File: src/image_conv3x3_shift_saturate_top_macros.svh
// ----------------------------------------------------------------------------
// Assertion macros for the 3x3 convolution block
// Concurrent checks clocked on the rising edge and disabled while in reset.
// ----------------------------------------------------------------------------
`ifndef IMAGE_CONV3X3_SHIFT_SATURATE_TOP_MACROS_SVH
`define IMAGE_CONV3X3_SHIFT_SATURATE_TOP_MACROS_SVH

`ifndef NO_ASSERTIONS

// Property holds at every edge outside reset
`define IMCONV_ASSERT(lbl, clk, rst_n, prop, msg) \
  lbl: assert property (@(posedge clk) disable iff (!rst_n) (prop)) else $error(msg);

// Consequent must hold in the cycle after the antecedent
`define IMCONV_ASSERT_NEXT(lbl, clk, rst_n, pre, post, msg) \
  `IMCONV_ASSERT(lbl, clk, rst_n, (pre) |=> (post), msg)

`else

`define IMCONV_ASSERT(lbl, clk, rst_n, prop, msg)
`define IMCONV_ASSERT_NEXT(lbl, clk, rst_n, pre, post, msg)

`endif

`endif

File: src/imconv_pkg.sv
// ----------------------------------------------------------------------------
// imconv_pkg
// Frame geometry, widths, register map and shared types of the convolution.
// ----------------------------------------------------------------------------
`default_nettype none

package imconv_pkg;

  localparam int FRAME_WIDTH  = 512;
  localparam int FRAME_HEIGHT = 512;

  localparam int COL_W   = $clog2(FRAME_WIDTH);
  localparam int ROW_W   = $clog2(FRAME_HEIGHT);
  localparam int PIX_W   = 8;
  localparam int COEF_W  = 8;
  localparam int PROD_W  = 17;
  localparam int SUM_W   = 20;
  localparam int SHIFT_W = 5;
  localparam int KROW_W  = 3 * COEF_W;
  localparam int TAPS    = 9;
  localparam int APB_DW  = 32;
  localparam int APB_AW  = 4;

  localparam logic [PIX_W-1:0]   PIX_MAX       = 8'hFF;
  localparam logic [KROW_W-1:0]  KTOP_RST      = 24'h010201;
  localparam logic [KROW_W-1:0]  KMID_RST      = 24'h020402;
  localparam logic [KROW_W-1:0]  KBOT_RST      = 24'h010201;
  localparam logic [SHIFT_W-1:0] SHIFT_RST     = 5'd4;

  typedef logic [PIX_W-1:0] pix_t;

  typedef enum logic [1:0] {
    REG_KTOP  = 2'd0,
    REG_KMID  = 2'd1,
    REG_KBOT  = 2'd2,
    REG_SHIFT = 2'd3
  } reg_idx_e;

  typedef struct packed {
    logic [KROW_W-1:0]  ktop;
    logic [KROW_W-1:0]  kmid;
    logic [KROW_W-1:0]  kbot;
    logic [SHIFT_W-1:0] shift;
  } cfg_t;

  // One pixel with the two pixels above it, leaving the line buffer
  typedef struct packed {
    logic valid;
    pix_t pix;
    pix_t up1;
    pix_t up2;
    logic emit;
    logic last;
  } tap_t;

endpackage

`default_nettype wire

File: src/imconv_res_if.sv
// ----------------------------------------------------------------------------
// imconv_res_if
// Result channel: valid/ready with filtered pixel and frame end flag.
// ----------------------------------------------------------------------------
`default_nettype none

interface imconv_res_if;
  import imconv_pkg::*;

  logic                valid;
  logic                ready;
  logic [PIX_W-1:0]    pixel_out;
  logic                frame_end;

  modport source (output valid, output pixel_out, output frame_end, input ready);
  modport sink   (input valid, input pixel_out, input frame_end, output ready);
endinterface

`default_nettype wire

File: src/imconv_mac.sv
// ----------------------------------------------------------------------------
// imconv_mac
// 3x3 window, kernel products, sum, shift and clamp, and the result register.
// ----------------------------------------------------------------------------
`default_nettype none

`include "image_conv3x3_shift_saturate_top_macros.svh"

module imconv_mac (
  input  wire logic        clk_i,
  input  wire logic        rst_ni,
  input  imconv_pkg::cfg_t cfg_i,
  input  imconv_pkg::tap_t tap_i,
  output logic             adv_o,
  imconv_res_if.source     res_o
);
  import imconv_pkg::*;

  pix_t                     win_q [3][3];
  logic [KROW_W-1:0]        krow [3];
  logic signed [PROD_W-1:0] prod_d [TAPS];
  logic signed [PROD_W-1:0] prod_q [TAPS];
  logic signed [SUM_W-1:0]  sum_d, sum_q;
  logic [SUM_W-2:0]         mag;
  pix_t                     sat_d, res_pix_q;
  logic                     va_q, la_q, vb_q, lb_q, vc_q, lc_q;
  logic                     res_valid_q, res_last_q;

  // the whole pipe moves unless a result is held
  assign adv_o = !res_valid_q || res_o.ready;

  assign krow[0] = cfg_i.ktop;
  assign krow[1] = cfg_i.kmid;
  assign krow[2] = cfg_i.kbot;

  always_ff @(posedge clk_i or negedge rst_ni) begin
    if (!rst_ni) begin
      for (int y = 0; y < 3; y++) begin
        for (int x = 0; x < 3; x++) begin
          win_q[y][x] <= '0;
        end
      end
      va_q        <= 1'b0;
      vb_q        <= 1'b0;
      vc_q        <= 1'b0;
      res_valid_q <= 1'b0;
    end else if (adv_o) begin
      if (tap_i.valid) begin
        for (int y = 0; y < 3; y++) begin
          win_q[y][0] <= win_q[y][1];
          win_q[y][1] <= win_q[y][2];
        end
        win_q[0][2] <= tap_i.up2;
        win_q[1][2] <= tap_i.up1;
        win_q[2][2] <= tap_i.pix;
      end
      va_q        <= tap_i.valid && tap_i.emit;
      vb_q        <= va_q;
      vc_q        <= vb_q;
      res_valid_q <= vc_q;
    end
  end

  always_comb begin
    for (int y = 0; y < 3; y++) begin
      for (int x = 0; x < 3; x++) begin
        prod_d[y*3 + x] = $signed({1'b0, win_q[y][x]})
                        * $signed(krow[y][x*COEF_W +: COEF_W]);
      end
    end
  end

  always_comb begin
    sum_d = '0;
    for (int i = 0; i < TAPS; i++) begin
      sum_d = sum_d + SUM_W'(prod_q[i]);
    end
  end

  // negative sums clamp to zero, large ones to full scale
  always_comb begin
    mag = sum_q[SUM_W-2:0] >> cfg_i.shift;
    if (sum_q[SUM_W-1]) begin
      sat_d = '0;
    end else if (|mag[SUM_W-2:PIX_W]) begin
      sat_d = PIX_MAX;
    end else begin
      sat_d = mag[PIX_W-1:0];
    end
  end

  always_ff @(posedge clk_i) begin
    if (adv_o) begin
      la_q       <= tap_i.last;
      prod_q     <= prod_d;
      lb_q       <= la_q;
      sum_q      <= sum_d;
      lc_q       <= lb_q;
      res_pix_q  <= sat_d;
      res_last_q <= lc_q;
    end
  end

  assign res_o.valid     = res_valid_q;
  assign res_o.pixel_out = res_pix_q;
  assign res_o.frame_end = res_last_q;

  `IMCONV_ASSERT_NEXT(a_sum_reaches_out, clk_i, rst_ni, adv_o && vc_q, res_valid_q,
                      "summed item did not reach the result register")
  `IMCONV_ASSERT_NEXT(a_window_shift, clk_i, rst_ni, adv_o && tap_i.valid,
                      win_q[2][1] == $past(win_q[2][2]), "window did not shift")

endmodule

`default_nettype wire
File: src/flat_wrapper.sv
// flat-port wrapper written by rule: the top's interface ports become plain ports
module imconv_mac_flat import imconv_pkg::*;
  (clk_i, rst_ni, cfg_i, tap_i, adv_o, res_o_valid, res_o_pixel_out, res_o_frame_end, res_o_ready);
  imconv_res_if res_o_i ();
  input  wire logic clk_i;
  input  wire logic rst_ni;
  input  imconv_pkg::cfg_t cfg_i;
  input  imconv_pkg::tap_t tap_i;
  output logic adv_o;
  output wire logic [$bits(res_o_i.valid)-1:0] res_o_valid;
  output wire logic [$bits(res_o_i.pixel_out)-1:0] res_o_pixel_out;
  output wire logic [$bits(res_o_i.frame_end)-1:0] res_o_frame_end;
  input wire logic [$bits(res_o_i.ready)-1:0] res_o_ready;
  assign res_o_valid = res_o_i.valid;
  assign res_o_pixel_out = res_o_i.pixel_out;
  assign res_o_frame_end = res_o_i.frame_end;
  assign res_o_i.ready = res_o_ready;
  imconv_mac u_core (.clk_i(clk_i), .rst_ni(rst_ni), .cfg_i(cfg_i), .tap_i(tap_i), .adv_o(adv_o), .res_o(res_o_i));
endmodule
File: config.mk
export PLATFORM = sky130hd
export DESIGN_NAME = imconv_mac_flat
export DESIGN_NICKNAME = d
export VERILOG_FILES = /design/src/imconv_pkg.sv /design/src/imconv_res_if.sv /design/src/imconv_mac.sv /design/src/flat_wrapper.sv
export VERILOG_INCLUDE_DIRS = /design/src /design/src/src
export SDC_FILE = /design/constraint.sdc
export NUM_CORES = 2
export LEC_CHECK = 0
export BUFFER_PORTS_ARGS = -buffer_cell sky130_fd_sc_hd__buf_2
export CORE_ASPECT_RATIO = 1.4
export CORE_MARGIN = 1.5
export CORE_UTILIZATION = 65
export CTS_CLUSTER_SIZE = 40
export DETAILED_ROUTE_END_ITERATION = 16
export GPL_TIMING_DRIVEN = 0
export PLACE_DENSITY = 0.87
export SLEW_MARGIN = 40
export SYNTH_ARGS = -nofsm -noshare
export SYNTH_HDL_FRONTEND = slang
export SYNTH_SLANG_ARGS = --single-unit
File: constraint.sdc
create_clock -name clk_i -period 21.3 [get_ports clk_i]
set_input_delay 1.065 -clock clk_i [delete_from_list [all_inputs] [get_ports clk_i]]
set_output_delay 1.065 -clock clk_i [all_outputs]
set_load 0.01 [all_outputs]
==> results.md <==
* DIE AREA at 52700 um^2
* Clock buffer count from CTS at 29
* Setup TNS at 0 ps
* Clock transition at path regs at 70 ps
* Type of the tightest min-delay check: input port to async pin
* Depth of the CTS H-tree at 1
* Nets@finish at around 4400
* FF-to-FF setup slack at ~14000 ps
* FF+latch area at 7460 um^2
* Initial drt markers at about 1400
* Arrival time at the worst endpoint at 7340 ps
* Worst Tran Pin Value at 728 ps
* CP Max Fanout at 4
* Final Critical Period at 7000 ps
* Core Region at 50900 um^2
* Die width at 195 um
* # clock sinks at 261
* Max_slew headroom at 51.5%
* Max clock buf depth at 3
* Post-synthesis sequential area ratio at 22.3%
* Period Utilization, post-route at 32.9%
* Clock root buffer master: clkbuf_16
* Residual DRC count at 0
* Placer Congestion at ~0.95
* # fillers at 3554
* Die Span Y at 271 um
* CP delay by family, top: adder cells
* Top Ports at 118
* Commonest non-fill, non-tap cell in the layout: inv_1
* Area of the multi-input gates at 23400 um^2
* First-pass GRT wire length at 126000 um
* Crit path buffers/inverters at 2
* Detailed Place HPWL at 61100 um
* Worst path cell trace: fa_1 -> ha_1 -> fa_1 -> a21o_1 -> a21boi_0 -> o21ai_0 -> a21boi_0 -> o21ai_0 -> xnor2_1 -> fa_1 -> inv_1 -> fa_1 -> fa_1 -> fa_1 -> inv_1 -> ha_1 -> a21oi_1 -> o21ai_0 -> a221oi_1 -> a311oi_1 -> xnor2_1
* Critical Path Most Common Cell: fa_1
* Clock tree from TritonCTS: done
* Hold-fix buffers, CTS at 0
* # Max-Cap Violations at 0
* Resized Gates After CTS at 0
* Yosys warnings at 0
* Final Hold Vio Count at 0
* Worst skew pair latency at between 500 and 600 ps
* Number of enable flip-flop cells after synthesis at around 190
* Max Freq at 143 MHz
* Post-Syn Nets at 4220
* Unique cell type count in the Yosys netlist at 66
* Dominant cells by area after synthesis: fa_1 26%, edfxtp_1 17%, ha_1 16%
* Critical Path Sink Type: flop
* Most frequent cells in the layout: 614 x inv_1, 441 x fa_1, 425 x ha_1
* Starting Density at 65.6%
* Routed wire length at 75700 um
* Setup crit start kind: flop
* Routed Antenna Nets at 0
* Cells after Synth at 3247
* Largest net degree at the start of global routing at 48
* Total number of vias at about 24000
* Final Setup Violations at 0
* CP required at around 22000 ps
* Vias per inst at 5.87
* Post-synth top flop: edfxtp_1
* Slowest-stage cell, CP: fa_1
* Area Overhead vs Synth at 7.56%
* Antenna violations before repair at 5
* Setup bufs post-CTS at 0
* Syn Std Cell Area at 33400 um^2
* Gr usage total at 29.9%
* Total global routing overflow at 0
* Clock skew at 16.8 ps
* First-pass iteration count of the detailed router at 6
* Port Buf Inserts at 114
* Flops & latches, synth at 261
* Mean post-synth cell area at 10.3 um^2
* Async SR Flop Fraction at 29.1%
* Vias in the first global route at 26100
* Row cnt at 98
* Area share of the largest cell type after synthesis at 26.4%
* Avg WL per Cell at 18.6 um
* Slew Viols, Final at 0
* RSZ-0062 raised after global routing: false
* Share of cells above drive strength 1 at ~8.5%
* WS Path Type: flop to flop
* Dominant cell type by area after synthesis: fa_1
* Status: completed
* Max stage delay on crit path at 510 ps
[metal layers]
layer	GRT usage, %	vias to the layer above	wire length, um
met4	17.1	6	4830
met3	4.11	279	4060
met5	0	-	35
met2	55.9	816	40100
met1	32.4	11900	26600
li1	-	10900	-
[registers in the layout (all words and copies together), names as in the netlist]
signal	cells
u_core.res_o.frame_end	1
u_core.sum_q	20
u_core.vb_q	1
u_core.la_q	1
u_core.va_q	1
u_core.res_o.valid	1
u_core.res_o.pixel_out	8
u_core.lc_q	1
u_core.lb_q	1
u_core.prod_q	153
u_core.vc_q	1
u_core.win_q	72
[area by class of cell]
class | instances | share of cell area, %
Antenna cell | 3 | 0.0209
Sequential cell | 261 | 20.8
Multi-Input combinational cell | 2311 | 65.1
Buffer | 60 | 0.711
Inverter | 615 | 6.43
Clock buffer | 34 | 2.10
Tap cell | 650 | 2.27
Timing Repair Buffer | 122 | 2.08
Clock inverter | 18 | 0.540
[synth_stat cells, types with 68 or more instances]
cell	instances
a21oi_1	94
and2_1	300
dfrtp_1	76
edfxtp_1	185
fa_1	441
ha_1	425
inv_1	614
mux2_2	75
nand2_1	269
nand2b_1	68
nor2_1	106
xnor2_1	94
[final timing paths]
path	from	cells after the start	to
max reg2reg	u_core.prod_q[103]	21	u_core.sum_q[19]
max in group asynchronous	rst_ni	2	u_core.win_q[57]
min	rst_ni	1	u_core.win_q[4]
min reg2reg	u_core.lb_q	0	u_core.lc_q
max	u_core.prod_q[103]	21	u_core.sum_q[19]
min in group clk_i	u_core.lb_q	0	u_core.lc_q
[kinds of logic (layout without fill, tap and decap cells)]
kind of cell	after synthesis	in the layout	share of synthesized area (%)
AO/OA/AOI/OAI	342	342	6.96
other	0	3	0
buffers and inverters	675	849	7.66
XOR/XNOR	117	117	3.07
multiplexers	105	105	4.01
adder cells (fa/ha/maj)	866	866	42.4
AND/OR/NAND/NOR	881	881	13.6
flip-flops	261	261	22.3
[stage by stage]
| step | utilization, % | instances | area (um^2) | hold WS, ps | worst slack [ps] |
|---|---|---|---|---|---|
| 2_1_floorplan | - | 3247 | 33400 | 400 | 12860 |
| 3_3_place_gp | 68.3 | 4011 | 34800 | 401 | 8030 |
| 3_5_place_dp | 68.7 | 4018 | 34900 | 417 | 14370 |
| 4_1_cts | 70.5 | 4070 | 35900 | 362 | 14380 |
| 5_1_grt | 70.6 | 4072 | 35900 | 384 | 14040 |
| 6_report | 70.6 | 4074 | 35900 | 370 | 14300 |
Power is not shown: default switching activity piles up to over one toggle a cycle in this logic, so the estimate is an artifact.
