### src/image_conv3x3_shift_saturate_top_macros.svh
// ----------------------------------------------------------------------------
// Assertion macros for the 3x3 convolution block
// Concurrent checks clocked on the rising edge and disabled while in reset.
// ----------------------------------------------------------------------------
`ifndef IMAGE_CONV3X3_SHIFT_SATURATE_TOP_MACROS_SVH
`define IMAGE_CONV3X3_SHIFT_SATURATE_TOP_MACROS_SVH

`ifndef NO_ASSERTIONS

// Property holds at every edge outside reset
`define IMCONV_ASSERT(lbl, clk, rst_n, prop, msg) \
  lbl: assert property (@(posedge clk) disable iff (!rst_n) (prop)) else $error(msg);

// Consequent must hold in the cycle after the antecedent
`define IMCONV_ASSERT_NEXT(lbl, clk, rst_n, pre, post, msg) \
  `IMCONV_ASSERT(lbl, clk, rst_n, (pre) |=> (post), msg)

`else

`define IMCONV_ASSERT(lbl, clk, rst_n, prop, msg)
`define IMCONV_ASSERT_NEXT(lbl, clk, rst_n, pre, post, msg)

`endif

`endif

### src/imconv_pkg.sv
// ----------------------------------------------------------------------------
// imconv_pkg
// Frame geometry, widths, register map and shared types of the convolution.
// ----------------------------------------------------------------------------
`default_nettype none

package imconv_pkg;

  localparam int FRAME_WIDTH  = 512;
  localparam int FRAME_HEIGHT = 512;

  localparam int COL_W   = $clog2(FRAME_WIDTH);
  localparam int ROW_W   = $clog2(FRAME_HEIGHT);
  localparam int PIX_W   = 8;
  localparam int COEF_W  = 8;
  localparam int PROD_W  = 17;
  localparam int SUM_W   = 20;
  localparam int SHIFT_W = 5;
  localparam int KROW_W  = 3 * COEF_W;
  localparam int TAPS    = 9;
  localparam int APB_DW  = 32;
  localparam int APB_AW  = 4;

  localparam logic [PIX_W-1:0]   PIX_MAX       = 8'hFF;
  localparam logic [KROW_W-1:0]  KTOP_RST      = 24'h010201;
  localparam logic [KROW_W-1:0]  KMID_RST      = 24'h020402;
  localparam logic [KROW_W-1:0]  KBOT_RST      = 24'h010201;
  localparam logic [SHIFT_W-1:0] SHIFT_RST     = 5'd4;

  typedef logic [PIX_W-1:0] pix_t;

  typedef enum logic [1:0] {
    REG_KTOP  = 2'd0,
    REG_KMID  = 2'd1,
    REG_KBOT  = 2'd2,
    REG_SHIFT = 2'd3
  } reg_idx_e;

  typedef struct packed {
    logic [KROW_W-1:0]  ktop;
    logic [KROW_W-1:0]  kmid;
    logic [KROW_W-1:0]  kbot;
    logic [SHIFT_W-1:0] shift;
  } cfg_t;

  // One pixel with the two pixels above it, leaving the line buffer
  typedef struct packed {
    logic valid;
    pix_t pix;
    pix_t up1;
    pix_t up2;
    logic emit;
    logic last;
  } tap_t;

endpackage

`default_nettype wire

### src/imconv_regs.sv
// ----------------------------------------------------------------------------
// imconv_regs
// APB register file holding the three kernel rows and the shift amount.
// ----------------------------------------------------------------------------
`default_nettype none

module imconv_regs (
  input  wire logic                          clk_i,
  input  wire logic                          rst_ni,
  input  wire logic                          psel,
  input  wire logic                          penable,
  input  wire logic                          pwrite,
  input  wire logic [imconv_pkg::APB_AW-1:0] paddr,
  input  wire logic [imconv_pkg::APB_DW-1:0] pwdata,
  output logic      [imconv_pkg::APB_DW-1:0] prdata,
  output logic                               pready,
  output imconv_pkg::cfg_t                   cfg_o
);
  import imconv_pkg::*;

  cfg_t     cfg_q;
  reg_idx_e idx;
  logic     wr_en;

  assign idx    = reg_idx_e'(paddr[3:2]);
  assign wr_en  = psel && penable && pwrite;
  assign pready = 1'b1;
  assign cfg_o  = cfg_q;

  always_ff @(posedge clk_i or negedge rst_ni) begin
    if (!rst_ni) begin
      cfg_q.ktop  <= KTOP_RST;
      cfg_q.kmid  <= KMID_RST;
      cfg_q.kbot  <= KBOT_RST;
      cfg_q.shift <= SHIFT_RST;
    end else if (wr_en) begin
      case (idx)
        REG_KTOP:  cfg_q.ktop  <= pwdata[KROW_W-1:0];
        REG_KMID:  cfg_q.kmid  <= pwdata[KROW_W-1:0];
        REG_KBOT:  cfg_q.kbot  <= pwdata[KROW_W-1:0];
        REG_SHIFT: cfg_q.shift <= pwdata[SHIFT_W-1:0];
        default: ;
      endcase
    end
  end

  always_comb begin
    case (idx)
      REG_KTOP:  prdata = APB_DW'(cfg_q.ktop);
      REG_KMID:  prdata = APB_DW'(cfg_q.kmid);
      REG_KBOT:  prdata = APB_DW'(cfg_q.kbot);
      REG_SHIFT: prdata = APB_DW'(cfg_q.shift);
      default:   prdata = '0;
    endcase
  end

endmodule

`default_nettype wire

### config.mk
export PLATFORM = sky130hd
export DESIGN_NAME = imconv_regs
export DESIGN_NICKNAME = d
export VERILOG_FILES = /design/src/image_conv3x3_shift_saturate_top_macros.svh /design/src/imconv_pkg.sv /design/src/imconv_regs.sv
export SDC_FILE = /design/constraint.sdc
export NUM_CORES = 1
export LEC_CHECK = 0
export BUFFER_PORTS_ARGS = -buffer_cell sky130_fd_sc_hd__buf_2
export CORE_ASPECT_RATIO = 2
export CORE_UTILIZATION = 40
export CTS_CLUSTER_DIAMETER = 120
export CTS_CLUSTER_SIZE = 28
export DETAILED_ROUTE_END_ITERATION = 8
export PLACE_DENSITY = 0.71
export SLEW_MARGIN = 40
export SYNTH_ARGS = -nofsm -noshare
export SYNTH_HDL_FRONTEND = slang
export SYNTH_SLANG_ARGS = --single-unit
### constraint.sdc
create_clock -name clk_i -period 2.17 [get_ports clk_i]
set_clock_uncertainty 0.15 [all_clocks]
set_input_delay 0.434 -clock clk_i [delete_from_list [all_inputs] [get_ports clk_i]]
set_output_delay 0.434 -clock clk_i [all_outputs]
set_load 0.1 [all_outputs]
==> flow_summary.yaml, run 1 <==
outcome:
  status: "completed"
clock_network:
  cts.clk_slew.worst_paths_ns: 0.06
  htree_levels: 3
  cts_buffer_depth: 2
  cts_resized: 0
  numCtsBuffers: 9
  clock_latency_ns: 0.32
  cts_tree: "built"
  root_buffer: "clkbuf_16"
  clock-sinks: 77
worst_setup_path:
  r2r_cells: 1
  crit_path_cell_trace: "buf_2 > buf_12 > mux4_2 > buf_12"
  cp.depth: 4
  arrival_ns: 1.49
  cp_top_family: "multiplexers"
  startpoint_type: "input port"
  critPathKind: "in2out"
  r2r_end: "cfg_o[69]"
  path_max_fanout: 10
  rrSetupSlack_ns: 1.19
  max_stage_delay_ns: 0.55
  cp-endpoint: "prdata[3]"
  required_ns: 1.59
  rr_startpoint: "cfg_o[69]"
  crit_slowest_cell: "mux4_2"
  endpoint_kind: "output port"
  crit_path_frequent_cell: "buf_12"
  startpoint: "paddr[2]"
  worstPathBufferInverterCount: 3
layout:
  instances_no_fill: 497
  register_area_sq_um: 2020
  layout.nets: 433
  stdcell_area_sq_um: 5430
  n_antenna_cell: 0
  multi_input_area_sq_um: 1720
  largest_register_ffs: 77
  drive_above_1_share: 0.829
  syn_to_final_growth_pct: 50.9
  nFillCells: 673
job:
  cap_violations: 0
detailed_routing:
  vias_per_cell: 5.20
  drt-total-wl_microns: 9390
  final_antenna_net_count: 0
  vias: 2584
  drt_iter0_drc: 72
  post_drt_wl_per_cell_microns: 18.9
  first_pass_iters: 4
  drc: 0
pwr:
  power.share.sequential: 0.247
  clkPwrFrac: 0.183
  swShare: 0.544
  p_int_w: 0.00395
  switchingPower_w: 0.00472
  ir_drop_v: 0.000998
  power.density_nw_per_um2: 1600
  power.total_w: 0.00867
  combPwrFrac: 0.570
  power_leakage_nw: 2.52
timing:
  post-route-min-period_ns: 2.07
  max_freq_ghz: 0.482
  finalMaxSlewViolations: 0
  post-route-period-util: 0.955
  setup_viol: 0
  finalHoldViolCount: 0
  rsz0062_at_grt: "false"
synthesis:
  yosysTopAreaCell: "dfrtp_1"
  synth.area.top_cells: "dfrtp_1, mux2_2, mux2_4, dfstp_2, mux2i_1"
  synth.avg_cell_area_sq_um: 14.3
  ys_seq_elements: 77
  yosysWarnings: 0
  syn_inst: 251
  synth_area_sq_um: 3600
  yosysUniqueCellTypes: 23
  synth.yosys.seq_area_share: 0.539
  post-synth-top-area-fraction: 0.466
placement:
  placed_cells: 480
  gp_congestion: 0.758
  placedInstanceArea_sq_um: 5100
  portBuffers: 131
  dpl.hpwl_microns: 7120
die:
  die_area_sq_um: 9400
  fp.dieH_microns: 136
  row_count: 48
  io_pins: 151
  start_util: 0.416
  core_sq_um: 8650
  fp.dieW_microns: 69.0
global_route:
  grt_max_degree: 48
  grt_antenna_before_repair: 0
  gr-total-overflow: 0
  grt_pass1_wl_microns: 14900
  grt_pass1_vias: 2829
  track_usage: 0.207
hold_path:
  hold_class: "in2reg"
-- placed cells by master (no fill, tap or decap) --
master	synthesis	final
buf_2	5	106
nand2_1	19	19
conb_1	2	9
buf_12	0	32
dfrtp_2	0	50
dfstp_4	0	4
mux2_4	20	20
dfstp_2	10	6
buf_4	12	9
clkbuf_16	0	9
bufinv_16	0	2
dlygate4sd3_1	0	1
nor2b_2	0	1
clkbuf_1	4	1
mux4_2	2	5
or2_2	1	1
nor3_4	0	1
o21ai_4	0	19
mux2i_1	19	19
nor2_2	0	1
nand4_1	1	1
dfrtp_1	67	17
or3_2	0	1
mux2_2	57	57
nand3_1	1	1
clkinvlp_4	0	3
clkinv_2	0	1
inv_2	1	1
-- power by group through the flow --
stage / Sequential (W) / Combinational [W] / Clock (W)
after global placement: 0.00213 / 0.00492 / 0
after CTS: 0.00214 / 0.00497 / 0.00162
after floorplan: 0.00459 / 0.00147 / 0
after detailed placement: 0.00216 / 0.00496 / 0
after global routing: 0.00219 / 0.00505 / 0.00168
final: 0.00214 / 0.00494 / 0.00158
-- through the flow --
stage	TNS [ns]	util	worst slack, ns	hold slack [ns]
after floorplan	-0.152	-	-0.0287	-0.0116
after global placement	0	0.590	0.120	0.236
after detailed placement	0	0.590	0.0884	0.250
after CTS	0	0.627	0.0924	0.193
after global routing	0	0.627	0.0451	0.202
final	0	0.627	0.0972	0.204
-- how the worst min path moves through the flow --
stage	startpoint	end	slack (ns)	cells after the start
6_report	pwdata[19]	cfg_o[48]	0.20	2
5_1_grt	pwdata[22]	cfg_o[51]	0.20	2
4_1_cts	pwdata[19]	cfg_o[48]	0.19	2
3_5_place_dp	rst_ni	cfg_o[63]	0.25	1
3_3_place_gp	rst_ni	cfg_o[38]	0.24	1
2_1_floorplan	rst_ni	cfg_o[0]	-0.01	0
-- kinds of logic (layout without fill, tap and decap cells) --
| kind of cell | after synthesis | after routing | share of synthesized area |
|---|---|---|---|
| other | 2 | 9 | 0.00209 |
| multiplexers | 101 | 101 | 0.349 |
| AO/OA/AOI/OAI | 19 | 19 | 0.0264 |
| flip-flops | 77 | 77 | 0.539 |
| buffers and inverters | 26 | 165 | 0.0508 |
| AND/OR/NAND/NOR | 26 | 26 | 0.0320 |
-- synthesized netlist by cell type, drive strengths merged --
cell type,instances
nor2,1
buf,21
nor3,1
mux2i,19
mux2,77
or3,1
dfrtp,67
or2,1
dfstp,10
nand2,19
clkbuf,4
nor2b,1
nand4,1
nand3,1
mux4,5
o21ai,19
inv,1
conb,2
-- layout make-up --
class,count,area share
inverters,1,0.000692
clock inverters,6,0.0161
clock buffers,10,0.0422
repair buffers,148,0.230
well taps,100,0.0231
multi-input cells,155,0.316
flip-flops and latches,77,0.372
-- what timing repair did --
item / 4_1_cts / 5_1_grt
endpoints found under the hold margin: 26 / 0
setup buffers: 0 / 0
hold buffers: 1 / 0
-- metal layers --
| metal | up-vias | share of wire | global-route usage |
|---|---|---|---|
| li1 | 1149 | - | - |
| met1 | 1326 | 0.37 | 0.224 |
| met2 | 91 | 0.57 | 0.387 |
| met3 | 18 | 0.035 | 0.0348 |
| met4 | 0 | 0.025 | 0.0975 |
| met5 | - | 0 | 0 |
Note: power is estimated with default switching activity, not from simulation.
==> run 2, diff against run 1 <==
- GPL_TIMING_DRIVEN: unset -> 0
==> run 2 against run 1 <==
Die area did not move. Via count fell by 0.39%. Final area fell by 3.4%. Largest power group unchanged. Count of clock-buffer cells in the layout rose by 6. Final cell count rose by 1.8%. Flip-flop and latch count did not move. Wire length fell by 0.19%. Critical path type unchanged. Utilization fell by 2.2 points. Non-clock buffer count rose by 9. Critical path depth rose by 2. Maximum frequency fell by 2.8%. Sequential power barely moved.
==> flow_summary.yaml, run 2 (synthesis gave the netlist of run 1 again) <==
die:
  fp.dieW_microns: 69.0
  core_sq_um: 8650
  io_pins: 151
  start_util: 0.416
  fp.dieH_microns: 136
  row_count: 48
  die_area_sq_um: 9400
worst_setup_path:
  crit_slowest_cell: "mux2i_1"
  rrSetupSlack_ns: 1.19
  startpoint_type: "input port"
  critPathKind: "in2out"
  crit_path_frequent_cell: "buf_12"
  required_ns: 1.59
  path_max_fanout: 10
  max_stage_delay_ns: 0.30
  crit_path_cell_trace: "buf_6 > buf_8 > buf_12 > mux2i_1 > o21ai_4 > buf_12"
  arrival_ns: 1.55
  endpoint_kind: "output port"
detailed_routing:
  first_pass_iters: 4
  vias: 2574
  drt-total-wl_microns: 9370
  vias_per_cell: 5.09
  wl_met1_microns: 3520
  wl_met2_microns: 5250
  post_drt_wl_per_cell_microns: 18.5
  dr_wl_met3_microns: 412
  final_antenna_net_count: 0
  drc: 0
  top_layer_used: "met4"
  drt_iter0_drc: 95
timing:
  tightest_slew_ns: 0.650
  post-route-min-period_ns: 2.13
  finalHoldViolCount: 0
  setup_viol: 0
  setup_tns_ns: 0
  max_freq_ghz: 0.469
  finalMaxSlewViolations: 0
  rsz0062_at_grt: "true"
  slew_headroom: 0.567
  post-route-period-util: 0.983
layout:
  syn_to_final_growth_pct: 45.7
  drive_above_1_share: 0.833
  utilization: 0.606
  largest_register_ffs: 77
  n_antenna_cell: 0
  layout_commonest_cell: "buf_2"
  layout.nets: 442
  stdcell_area_sq_um: 5240
  layout_common_cells: "buf_2, mux2_2, dfrtp_2"
global_route:
  grt_antenna_before_repair: 0
  grt_pass1_vias: 2710
  gr-total-overflow: 0
  grt_pass1_wl_microns: 14700
  track_usage: 0.207
  grt_max_degree: 58
clock_network:
  htree_levels: 3
  clock_latency_ns: 0.33
  numCtsBuffers: 9
  cts.clk_slew.worst_paths_ns: 0.06
  clock-sinks: 77
  cts_tree: "built"
  root_buffer: "clkbuf_16"
  cts_buffer_depth: 2
placement:
  portBuffers: 129
  dpl.hpwl_microns: 6870
  placedInstanceArea_sq_um: 4730
  gp_congestion: 0.773
hold_path:
  hold_class: "in2reg"
pwr:
  power.total_w: 0.00822
  power_leakage_nw: 2.46
  power.density_nw_per_um2: 1570
  ir_drop_v: 0.000921
outcome:
  status: "completed"
job:
  cap_violations: 0
[run 2: routing by layer]
layer  track usage  vias up
met5             0        -
met4        0.0907        0
met3        0.0504       13
met2         0.371       85
met1         0.231     1308
li1              -     1168
[run 2: power by group]
group | internal, W | leakage (nW) | switching (W)
Combinational | 0.000930 | 1.46 | 0.00382
Sequential | 0.00186 | 0.871 | 0.000286
Clock | 0.000808 | 0.125 | 0.000519
[run 2: path summary, 6_finish.rpt]
path,start,end,cells after the start
max,paddr[2],prdata[6],6
min,pwdata[15],cfg_o[44],2
max reg2reg,cfg_o[62],cfg_o[62],1
min reg2reg,cfg_o[6],cfg_o[6],1
max in group asynchronous,rst_ni,cfg_o[30],3
min in group asynchronous,rst_ni,cfg_o[11],2
[run 2: critical path: cells and delay by family]
kind	cells	cell delay (ns)
buffers and inverters	4	0.72
AOI/OAI and AO/OA	1	0.08
muxes	1	0.30
[run 2: final cells by class]
| class | instances | area (sq um) |
|---|---|---|
| fillers | 702 | 3410 |
| flip-flops and latches | 77 | 2020 |
| multi-input cells | 155 | 1750 |
| repair buffers | 132 | 852 |
| clock buffers | 16 | 262 |
| plain buffers | 25 | 231 |
| well taps | 100 | 125 |
| inverters | 1 | 3.75 |
[run 2: stage by stage]
stage / hold WS, ns / instances / worst slack, ns
finish: 0.211 / 506 / 0.0376
global route: 0.207 / 506 / -0.0120
CTS: 0.197 / 505 / 0.000520
detailed placement: 0.144 / 488 / -0.500
global placement: 0.356 / 487 / -0.473
floorplan: -0.0116 / 258 / -0.0287
[run 2: repair_timing]
item	in CTS	in global routing
endpoints found under the setup margin	20	18
buffers inserted	0	0
gates cloned	0	1
resized for setup	41	24
endpoints found under the hold margin	15	0
hold buffers	1	0
